File: config.mk
export PLATFORM = sky130hd
export DESIGN_NAME = turtle_dead_reckoning
export DESIGN_NICKNAME = d
export VERILOG_FILES = /design/src/rtl/tdr_pkg.sv /design/src/rtl/tdr_cordic.sv /design/src/rtl/tdr_sqrt.sv /design/src/rtl/turtle_dead_reckoning.sv
export SDC_FILE = /design/constraint.sdc
export NUM_CORES = 2
export LEC_CHECK = 0
export BUFFER_PORTS_ARGS = -buffer_cell sky130_fd_sc_hd__buf_4
export CAP_MARGIN = 0
export CORE_UTILIZATION = 40
export CTS_CLUSTER_SIZE = 14
export DETAILED_ROUTE_END_ITERATION = 10
export GPL_ROUTABILITY_DRIVEN = 0
export MAX_ROUTING_LAYER = met4
export PLACE_DENSITY = 0.57
export SYNTH_ARGS = -nofsm -noshare
export SYNTH_HDL_FRONTEND = slang
export SYNTH_SLANG_ARGS = --single-unit
File: constraint.sdc
create_clock -name clk -period 12.4 [get_ports clk]
set_input_delay 0.62 -clock clk [delete_from_list [all_inputs] [get_ports clk]]
set_output_delay 0.62 -clock clk [all_outputs]
set_load 0.005 [all_outputs]
File: src/rtl/tdr_pkg.sv
// Shared types, constants and a helper function for the turtle dead-reckoning block.
`default_nettype none

package tdr_pkg;

  localparam int HALF_TURN    = 180;
  localparam int FULL_TURN    = 2 * HALF_TURN;
  localparam int QUARTER_TURN = HALF_TURN / 2;

  localparam int HEAD_BITS    = 9;
  localparam int REM_BITS     = 7;
  localparam int AMT_MAX_BITS = 16;
  localparam int MOD_STEPS    = AMT_MAX_BITS - 8;

  localparam int CV_BITS      = 34;
  localparam int ANG_BITS     = 26;
  localparam int ANG_FRAC     = 16;
  localparam int ATAN_BITS    = 22;
  localparam int VEC_FRAC     = 30;
  localparam int CORDIC_STEPS = 20;
  localparam int STEP_BITS    = 5;

  localparam int MUL_BITS     = 32;
  localparam int SQ_BITS      = 30;
  localparam int RAD_BITS     = 60;
  localparam int ROOT_BITS    = 30;
  localparam int ROOT_CNT_BITS = 5;
  localparam int RANGE_BITS   = 20;

  localparam logic [1:0] MODE_LEFT    = 2'd0;
  localparam logic [1:0] MODE_RIGHT   = 2'd1;
  localparam logic [1:0] MODE_FORWARD = 2'd2;
  localparam logic [1:0] MODE_BACK    = 2'd3;

  typedef logic [1:0]                  mode_t;
  typedef logic [HEAD_BITS-1:0]        head_t;
  typedef logic [REM_BITS-1:0]         rem_t;
  typedef logic signed [CV_BITS-1:0]   cv_t;
  typedef logic signed [ANG_BITS-1:0]  ang_t;
  typedef logic [2*MUL_BITS-1:0]       prod_t;
  typedef logic [RAD_BITS-1:0]         rad_t;
  typedef logic [ROOT_BITS-1:0]        root_t;
  typedef logic [RANGE_BITS-1:0]       range_t;

  localparam cv_t CORDIC_GAIN = 34'sd652032874;

  localparam logic [ATAN_BITS-1:0] ATAN_DEG [CORDIC_STEPS] = '{
    22'd2949120, 22'd1740967, 22'd919879, 22'd466945, 22'd234379,
    22'd117305,  22'd58666,   22'd29335,  22'd14668,  22'd7334,
    22'd3667,    22'd1833,    22'd917,    22'd458,    22'd229,
    22'd115,     22'd57,      22'd29,     22'd14,     22'd7
  };

  // Reduces a turn amount modulo a full turn by restoring subtraction.
  function automatic head_t mod_full_turn(input logic [AMT_MAX_BITS-1:0] a);
    logic [AMT_MAX_BITS:0] r;
    logic [AMT_MAX_BITS:0] d;
    r = {1'b0, a};
    for (int k = MOD_STEPS - 1; k >= 0; k--) begin
      d = (AMT_MAX_BITS + 1)'(FULL_TURN) << k;
      if (r >= d) begin
        r = r - d;
      end
    end
    return r[HEAD_BITS-1:0];
  endfunction

endpackage

`default_nettype wire

File: src/rtl/tdr_cordic.sv
// Iterative rotation CORDIC giving the cosine and sine of an angle of 0 to 89 degrees.
`default_nettype none

module tdr_cordic (
  input  logic         clk,
  input  logic         rst,
  input  logic         start,
  input  tdr_pkg::rem_t rem,
  output logic         done,
  output tdr_pkg::cv_t cos_part,
  output tdr_pkg::cv_t sin_part
);
  import tdr_pkg::*;

  cv_t                  x;
  cv_t                  y;
  ang_t                 z;
  logic [STEP_BITS-1:0] idx;
  logic                 busy;
  cv_t                  xs;
  cv_t                  ys;
  ang_t                 za;
  logic                 at_end;

  assign xs     = x >>> idx;
  assign ys     = y >>> idx;
  assign za     = $signed({{(ANG_BITS-ATAN_BITS){1'b0}}, ATAN_DEG[idx]});
  assign at_end = (idx == STEP_BITS'(CORDIC_STEPS - 1));

  always_ff @(posedge clk) begin
    if (rst) begin
      busy <= 1'b0;
      done <= 1'b0;
    end else begin
      done <= busy && at_end;
      if (start) begin
        busy <= 1'b1;
      end else if (busy && at_end) begin
        busy <= 1'b0;
      end
    end
  end

  always_ff @(posedge clk) begin
    if (start) begin
      x   <= CORDIC_GAIN;
      y   <= '0;
      z   <= $signed({{(ANG_BITS-REM_BITS-ANG_FRAC){1'b0}}, rem, {ANG_FRAC{1'b0}}});
      idx <= '0;
    end else if (busy) begin
      if (!z[ANG_BITS-1]) begin
        x <= x - ys;
        y <= y + xs;
        z <= z - za;
      end else begin
        x <= x + ys;
        y <= y - xs;
        z <= z + za;
      end
      idx <= idx + 1'b1;
    end
  end

  assign cos_part = x;
  assign sin_part = y;

endmodule

`default_nettype wire

File: src/rtl/tdr_sqrt.sv
// Bit-serial floor square root, one result bit per cycle.
`default_nettype none

module tdr_sqrt (
  input  logic          clk,
  input  logic          rst,
  input  logic          start,
  input  tdr_pkg::rad_t radicand,
  output logic          done,
  output tdr_pkg::root_t root
);
  import tdr_pkg::*;

  rad_t                     s;
  rad_t                     r;
  rad_t                     bitm;
  logic [ROOT_CNT_BITS-1:0] cnt;
  logic                     busy;
  logic [RAD_BITS:0]        trial;
  logic                     take;
  logic                     at_end;

  assign trial  = {1'b0, r} + {1'b0, bitm};
  assign take   = ({1'b0, s} >= trial);
  assign at_end = (cnt == ROOT_CNT_BITS'(ROOT_BITS - 1));

  always_ff @(posedge clk) begin
    if (rst) begin
      busy <= 1'b0;
      done <= 1'b0;
    end else begin
      done <= busy && at_end;
      if (start) begin
        busy <= 1'b1;
      end else if (busy && at_end) begin
        busy <= 1'b0;
      end
    end
  end

  always_ff @(posedge clk) begin
    if (start) begin
      s    <= radicand;
      r    <= '0;
      bitm <= rad_t'(1) << (RAD_BITS - 2);
      cnt  <= '0;
    end else if (busy) begin
      if (take) begin
        s <= s - trial[RAD_BITS-1:0];
        r <= (r >> 1) + bitm;
      end else begin
        r <= r >> 1;
      end
      bitm <= bitm >> 2;
      cnt  <= cnt + 1'b1;
    end
  end

  assign root = r[ROOT_BITS-1:0];

endmodule

`default_nettype wire

File: src/rtl/turtle_dead_reckoning.sv
// Top level of the turtle dead-reckoning block: sequencer, shared multiplier and position state.
`default_nettype none

// Each item is a turtle command. A turn updates the heading. A move runs 20 rotation steps
// of the CORDIC unit, then two multiply and accumulate pairs on the one shared multiplier.
// An item marked last then does two squares on the same multiplier, a sum, and 30 steps of
// the bit-serial square root, after which the distance is presented and the heading and
// position return to zero. The block takes no new item while one is in progress; a finished
// distance waits in an output register.
module turtle_dead_reckoning #(
  parameter int FRAC_BITS   = 16,
  parameter int AMOUNT_BITS = 10
) (
  input  logic                   clk,
  input  logic                   rst,
  input  logic                   cmd_valid,
  output logic                   cmd_stall,
  input  tdr_pkg::mode_t         mode,
  input  logic [AMOUNT_BITS-1:0] amount,
  input  logic                   last,
  output logic                   rng_valid,
  input  logic                   rng_stall,
  output tdr_pkg::range_t        range_from_origin
);
  import tdr_pkg::*;

  localparam int PW = 22 + FRAC_BITS;
  localparam int SH = VEC_FRAC - FRAC_BITS;
  localparam prod_t RND_HALF = prod_t'(1) << (SH - 1);
  localparam logic [PW-1:0] POS_MAX = {1'b0, {(PW-1){1'b1}}};
  localparam logic [PW-1:0] POS_MIN = {1'b1, {(PW-1){1'b0}}};

  localparam logic [3:0] S_IDLE = 4'd0;
  localparam logic [3:0] S_TURN = 4'd1;
  localparam logic [3:0] S_ROT  = 4'd2;
  localparam logic [3:0] S_MULX = 4'd3;
  localparam logic [3:0] S_ACCX = 4'd4;
  localparam logic [3:0] S_MULY = 4'd5;
  localparam logic [3:0] S_ACCY = 4'd6;
  localparam logic [3:0] S_SQX  = 4'd7;
  localparam logic [3:0] S_SQY  = 4'd8;
  localparam logic [3:0] S_SUM  = 4'd9;
  localparam logic [3:0] S_ROOT = 4'd10;
  localparam logic [3:0] S_FIN  = 4'd11;

  logic [3:0]             state;
  head_t                  heading;
  logic [PW-1:0]          pos_x;
  logic [PW-1:0]          pos_y;
  mode_t                  mode_r;
  logic [AMOUNT_BITS-1:0] amt_r;
  logic                   last_r;
  prod_t                  prod;
  logic                   neg;
  rad_t                   sqx;
  root_t                  root_r;

  logic                   accept;
  logic                   is_move;
  logic [1:0]             quad;
  rem_t                   rem;
  logic                   cor_done;
  cv_t                    cos_part;
  cv_t                    sin_part;
  cv_t                    sn;
  cv_t                    cs;
  cv_t                    sel;
  logic [CV_BITS-1:0]     sel_mag;
  logic [MUL_BITS-1:0]    mul_a;
  logic [MUL_BITS-1:0]    mul_b;
  head_t                  turn;
  logic [HEAD_BITS:0]     head_sum;
  head_t                  heading_next;
  prod_t                  rounded;
  logic [PW-1:0]          step_mag;
  logic [PW-1:0]          pos_sel;
  logic [PW:0]            acc;
  logic [PW-1:0]          pos_next;
  logic [PW-1:0]          mag_x;
  logic [PW-1:0]          mag_y;
  logic [SQ_BITS-1:0]     ax;
  logic [SQ_BITS-1:0]     ay;
  logic                   sq_start;
  rad_t                   radicand;
  logic                   sq_done;
  root_t                  root;
  logic [ROOT_BITS:0]     rounded_rng;
  range_t                 rng_sat;
  logic                   fin_fire;

  assign cmd_stall = (state != S_IDLE);
  assign accept    = cmd_valid && !cmd_stall;
  assign is_move   = (mode == MODE_FORWARD) || (mode == MODE_BACK);

  always_comb begin
    if (heading >= head_t'(3 * QUARTER_TURN)) begin
      quad = 2'd3;
      rem  = rem_t'(heading - head_t'(3 * QUARTER_TURN));
    end else if (heading >= head_t'(HALF_TURN)) begin
      quad = 2'd2;
      rem  = rem_t'(heading - head_t'(HALF_TURN));
    end else if (heading >= head_t'(QUARTER_TURN)) begin
      quad = 2'd1;
      rem  = rem_t'(heading - head_t'(QUARTER_TURN));
    end else begin
      quad = 2'd0;
      rem  = rem_t'(heading);
    end
  end

  tdr_cordic u_cordic (
    .clk      (clk),
    .rst      (rst),
    .start    (accept && is_move),
    .rem      (rem),
    .done     (cor_done),
    .cos_part (cos_part),
    .sin_part (sin_part)
  );

  always_comb begin
    case (quad)
      2'd0: begin
        sn = sin_part;
        cs = cos_part;
      end
      2'd1: begin
        sn = cos_part;
        cs = -sin_part;
      end
      2'd2: begin
        sn = -sin_part;
        cs = -cos_part;
      end
      default: begin
        sn = -cos_part;
        cs = sin_part;
      end
    endcase
  end

  assign sel     = (state == S_MULY) ? cs : sn;
  assign sel_mag = sel[CV_BITS-1] ? CV_BITS'(-sel) : CV_BITS'(sel);

  assign mag_x = pos_x[PW-1] ? (~pos_x + 1'b1) : pos_x;
  assign mag_y = pos_y[PW-1] ? (~pos_y + 1'b1) : pos_y;
  assign ax    = mag_x[FRAC_BITS-8 +: SQ_BITS];
  assign ay    = mag_y[FRAC_BITS-8 +: SQ_BITS];

  always_comb begin
    unique case (state)
      S_SQX: begin
        mul_a = MUL_BITS'(ax);
        mul_b = MUL_BITS'(ax);
      end
      S_SQY: begin
        mul_a = MUL_BITS'(ay);
        mul_b = MUL_BITS'(ay);
      end
      default: begin
        mul_a = MUL_BITS'(amt_r);
        mul_b = sel_mag[MUL_BITS-1:0];
      end
    endcase
  end

  assign turn = mod_full_turn(AMT_MAX_BITS'(amt_r));

  always_comb begin
    if (mode_r == MODE_LEFT) begin
      head_sum = {1'b0, heading} + {1'b0, turn};
    end else begin
      head_sum = {1'b0, heading} + (HEAD_BITS + 1)'(FULL_TURN) - {1'b0, turn};
    end
    if (head_sum >= (HEAD_BITS + 1)'(FULL_TURN)) begin
      heading_next = head_t'(head_sum - (HEAD_BITS + 1)'(FULL_TURN));
    end else begin
      heading_next = head_t'(head_sum);
    end
  end

  assign rounded  = (prod + RND_HALF) >> SH;
  assign step_mag = rounded[PW-1:0];
  assign pos_sel  = (state == S_ACCY) ? pos_y : pos_x;

  always_comb begin
    if ((mode_r == MODE_BACK) ^ neg) begin
      acc = {pos_sel[PW-1], pos_sel} - {1'b0, step_mag};
    end else begin
      acc = {pos_sel[PW-1], pos_sel} + {1'b0, step_mag};
    end
    if (acc[PW] != acc[PW-1]) begin
      pos_next = acc[PW] ? POS_MIN : POS_MAX;
    end else begin
      pos_next = acc[PW-1:0];
    end
  end

  assign sq_start = (state == S_SUM);
  assign radicand = sqx + prod[RAD_BITS-1:0];

  tdr_sqrt u_sqrt (
    .clk      (clk),
    .rst      (rst),
    .start    (sq_start),
    .radicand (radicand),
    .done     (sq_done),
    .root     (root)
  );

  assign rounded_rng = {1'b0, root_r} + (ROOT_BITS + 1)'(128);
  assign rng_sat     = (|rounded_rng[ROOT_BITS:RANGE_BITS+8]) ? {RANGE_BITS{1'b1}}
                                                             : rounded_rng[RANGE_BITS+7:8];
  assign fin_fire    = (state == S_FIN) && (!rng_valid || !rng_stall);

  always_ff @(posedge clk) begin
    if (rst) begin
      state     <= S_IDLE;
      heading   <= '0;
      pos_x     <= '0;
      pos_y     <= '0;
      rng_valid <= 1'b0;
    end else begin
      if (fin_fire) begin
        rng_valid <= 1'b1;
      end else if (!rng_stall) begin
        rng_valid <= 1'b0;
      end
      unique case (state)
        S_IDLE: begin
          if (accept) begin
            state <= is_move ? S_ROT : S_TURN;
          end
        end
        S_TURN: begin
          heading <= heading_next;
          state   <= last_r ? S_SQX : S_IDLE;
        end
        S_ROT: begin
          if (cor_done) begin
            state <= S_MULX;
          end
        end
        S_MULX: state <= S_ACCX;
        S_ACCX: begin
          pos_x <= pos_next;
          state <= S_MULY;
        end
        S_MULY: state <= S_ACCY;
        S_ACCY: begin
          pos_y <= pos_next;
          state <= last_r ? S_SQX : S_IDLE;
        end
        S_SQX: state <= S_SQY;
        S_SQY: state <= S_SUM;
        S_SUM: state <= S_ROOT;
        S_ROOT: begin
          if (sq_done) begin
            state <= S_FIN;
          end
        end
        S_FIN: begin
          if (fin_fire) begin
            heading <= '0;
            pos_x   <= '0;
            pos_y   <= '0;
            state   <= S_IDLE;
          end
        end
        default: state <= S_IDLE;
      endcase
    end
  end

  always_ff @(posedge clk) begin
    if (accept) begin
      mode_r <= mode;
      amt_r  <= amount;
      last_r <= last;
    end
    if (state == S_MULX || state == S_MULY || state == S_SQX || state == S_SQY) begin
      prod <= mul_a * mul_b;
      neg  <= sel[CV_BITS-1];
    end
    if (state == S_SQY) begin
      sqx <= prod[RAD_BITS-1:0];
    end
    if (state == S_ROOT && sq_done) begin
      root_r <= root;
    end
    if (fin_fire) begin
      range_from_origin <= rng_sat;
    end
  end

endmodule

`default_nettype wire

==> flow_summary.json <==
{
  "synth_area_leaders": "fa_1, ha_1, edfxtp_1",
  "slew_violations": 0,
  "hold_depth": 1,
  "synth.most_common_cell": "inv_1",
  "reg2reg_depth": 39,
  "cts_root_buf": "clkbuf_16",
  "io_pins": 39,
  "end_kind": "flop",
  "netlist_area_mm2": 0.0817,
  "synth_common_cells": "inv_1, nand2_1, nor2_1, fa_1, ha_1",
  "finalCritPeriodShare": 0.978,
  "synth_edf_count": 244,
  "grt_pass1_wl_mm": 437,
  "final_nets": 11200,
  "status": "finished clean",
  "slowest_stage": "or4_4",
  "wirelength_mm": 288,
  "synth_ff_type": "dfxtp_1",
  "drtPass1Iterations": 9,
  "viasPerCell": 5.87,
  "grt_max_degree": 87,
  "max_freq_ghz": 0.0825,
  "grt_use_total": 0.284,
  "via_count": 73600,
  "fin_area_mm2": 0.0888,
  "synth_top_area_cell": "fa_1",
  "cap_viol_max_count": 0,
  "h-tree-depth": 3,
  "hpwl_mm": 224,
  "seq_area_frac_synth": 0.159,
  "avgRoutedWirePerCell_um": 23.0,
  "dp_slack_ns": -0.971,
  "cts.sinks": 525,
  "postCtsHoldBufs": 0,
  "syn_area_per_cell_um2": 8.33,
  "antenna_left": 0,
  "rows": 165,
  "clk_path_buf_depth": 3,
  "yosysTopAreaCellShare": 0.206,
  "cpMostUsedCell": "fa_1",
  "period_needed_ns": 12.12,
  "grt_overflow_total": 0,
  "cts.clk_slew.worst_paths_ns": 0.05,
  "skew_ns": 0.0541,
  "port_buffers": 38,
  "crit_type": "reg2reg",
  "die_w_um": 454,
  "setup_violations": 0,
  "timing.final.ws_setup_ns": 0.277,
  "setup_tns_ns": 0,
  "clock_latency_ns": 0.74,
  "area_growth_pct": 8.71,
  "cts_tree": "done",
  "cp.required_ns": 12.86,
  "maxSlewHeadroom": 0.159,
  "drive_above_1_share": 0.0773,
  "postSynthCellCount": 9806,
  "register_area_mm2": 0.0130,
  "nFillCells": 20000,
  "ys_types": 111,
  "fp.dieH_um": 454,
  "cp_slowest_stage_delay_ns": 0.69,
  "drt-initial-drc-count": 6810,
  "multi_input_area_mm2": 0.0631,
  "hp-class": "in2reg",
  "arrival_ns": 12.59,
  "post_dp_cell_area_mm2": 0.0860,
  "finalHoldViolCount": 0,
  "cts_inserted_buffers": 70,
  "drc": 0,
  "worst_pin_slew_ns": 1.25,
  "antenna_found_initial": 6,
  "yosys_register_bits": 525,
  "postSynth.asyncResetShare": 0,
  "cp-start-kind": "flop",
  "core_mm2": 0.203,
  "path_max_fanout": 13,
  "dieArea_mm2": 0.206,
  "start_util": 0.403,
  "grt_pass1_vias": 72600,
  "yosys_warnings": 0
}
[what timing repair did]
action | CTS | global route
pin swaps | 0 | 8
setup endpoints to repair | 33 | 25
resized for setup | 3 | 23
buffers inserted | 0 | 17
[final timing paths]
| path | startpoint | endpoint | slack (ns) |
|---|---|---|---|
| min | amount[9] | amt_r[9] | 0.07 |
| max reg2reg | u_cordic.sin_part[7] | prod[59] | 0.28 |
| min reg2reg | prod[52] | sqx[52] | 0.46 |
| max | u_cordic.sin_part[7] | prod[59] | 0.28 |
[registers in the layout, summed over array words and instances (netlist names), 2 cells and up]
register / flops
amt_r: 10
heading: 9
mode_r: 2
pos_x: 38
pos_y: 38
prod: 60
range_from_origin: 20
root_r: 23
sqx: 60
state: 4
u_cordic.cos_part: 34
u_cordic.idx: 5
u_cordic.sin_part: 34
u_cordic.z: 26
u_sqrt.bitm: 30
u_sqrt.cnt: 5
u_sqrt.r: 60
u_sqrt.s: 60
[per-layer routing]
layer | GRT usage | share of wire | routed length, um
met1 | 0.344 | 0.40 | 116000
met2 | 0.453 | 0.46 | 132000
met3 | 0.0539 | 0.083 | 24000
met5 | - | 0 | 0
met4 | 0.138 | 0.055 | 15800
[per-stage QoR]
stage / hold slack (ns) / std cells / util
after floorplan: 0.433 / 9888 / -
after global placement: 0.449 / 12400 / 0.425
after detailed placement: 0.450 / 12400 / 0.425
after CTS: 0.0198 / 12500 / 0.437
after global routing: 0.0418 / 12500 / 0.438
final: 0.0704 / 12500 / 0.438
[layout by cell type, fill, tap and decap left out, drive strengths merged, types with 60 or more instances in the layout]
master / instances
xor2: 279
fa: 842
edfxtp: 244
nand2b: 106
o21a: 92
a21o: 165
and2: 81
o31ai: 64
or3: 60
a31oi: 141
inv: 1153
clkbuf: 100
nor2b: 79
nand4: 78
ha: 599
nor2: 928
nand2: 962
nand3: 194
mux2i: 161
buf: 333
o21ai: 526
mux2: 74
mux4: 68
a21oi: 547
a211oi: 105
dfxtp: 281
and3: 76
nor3: 196
xnor2: 405
conb: 84
o22ai: 66
[cell families (layout without fill, tap and decap cells)]
family / Yosys count / after routing / synth area share
flops: 525 / 525 / 0.159
simple gates: 2959 / 2959 / 0.167
mux: 303 / 303 / 0.0487
other cells: 2 / 92 / 0.0000920
buf+inv: 1658 / 1616 / 0.0769
fa+ha+maj: 1442 / 1442 / 0.298
compound gates: 2233 / 2233 / 0.177
xor+xnor: 684 / 684 / 0.0735
[critical path, delay by kind of cell, from the launching register on]
kind	cells	cell delay (ns)
simple gates	11	3.99
compound gates	12	2.26
flops	1	0.49
fa+ha+maj	9	4.49
xor+xnor	1	0.14
buf+inv	6	0.48
[area by class of cell]
| cell class | count | area share |
|---|---|---|
| multi-input cells | 7705 | 0.711 |
| flip-flops and latches | 525 | 0.146 |
| inverters | 1153 | 0.0488 |
| well taps | 2672 | 0.0377 |
| repair buffers | 333 | 0.0284 |
| clock buffers | 100 | 0.0234 |
| clock inverters | 30 | 0.00474 |
| diodes | 8 | 0.000226 |
Power is not shown: default switching activity piles up to over one toggle a cycle in this logic, so the estimate is an artifact.
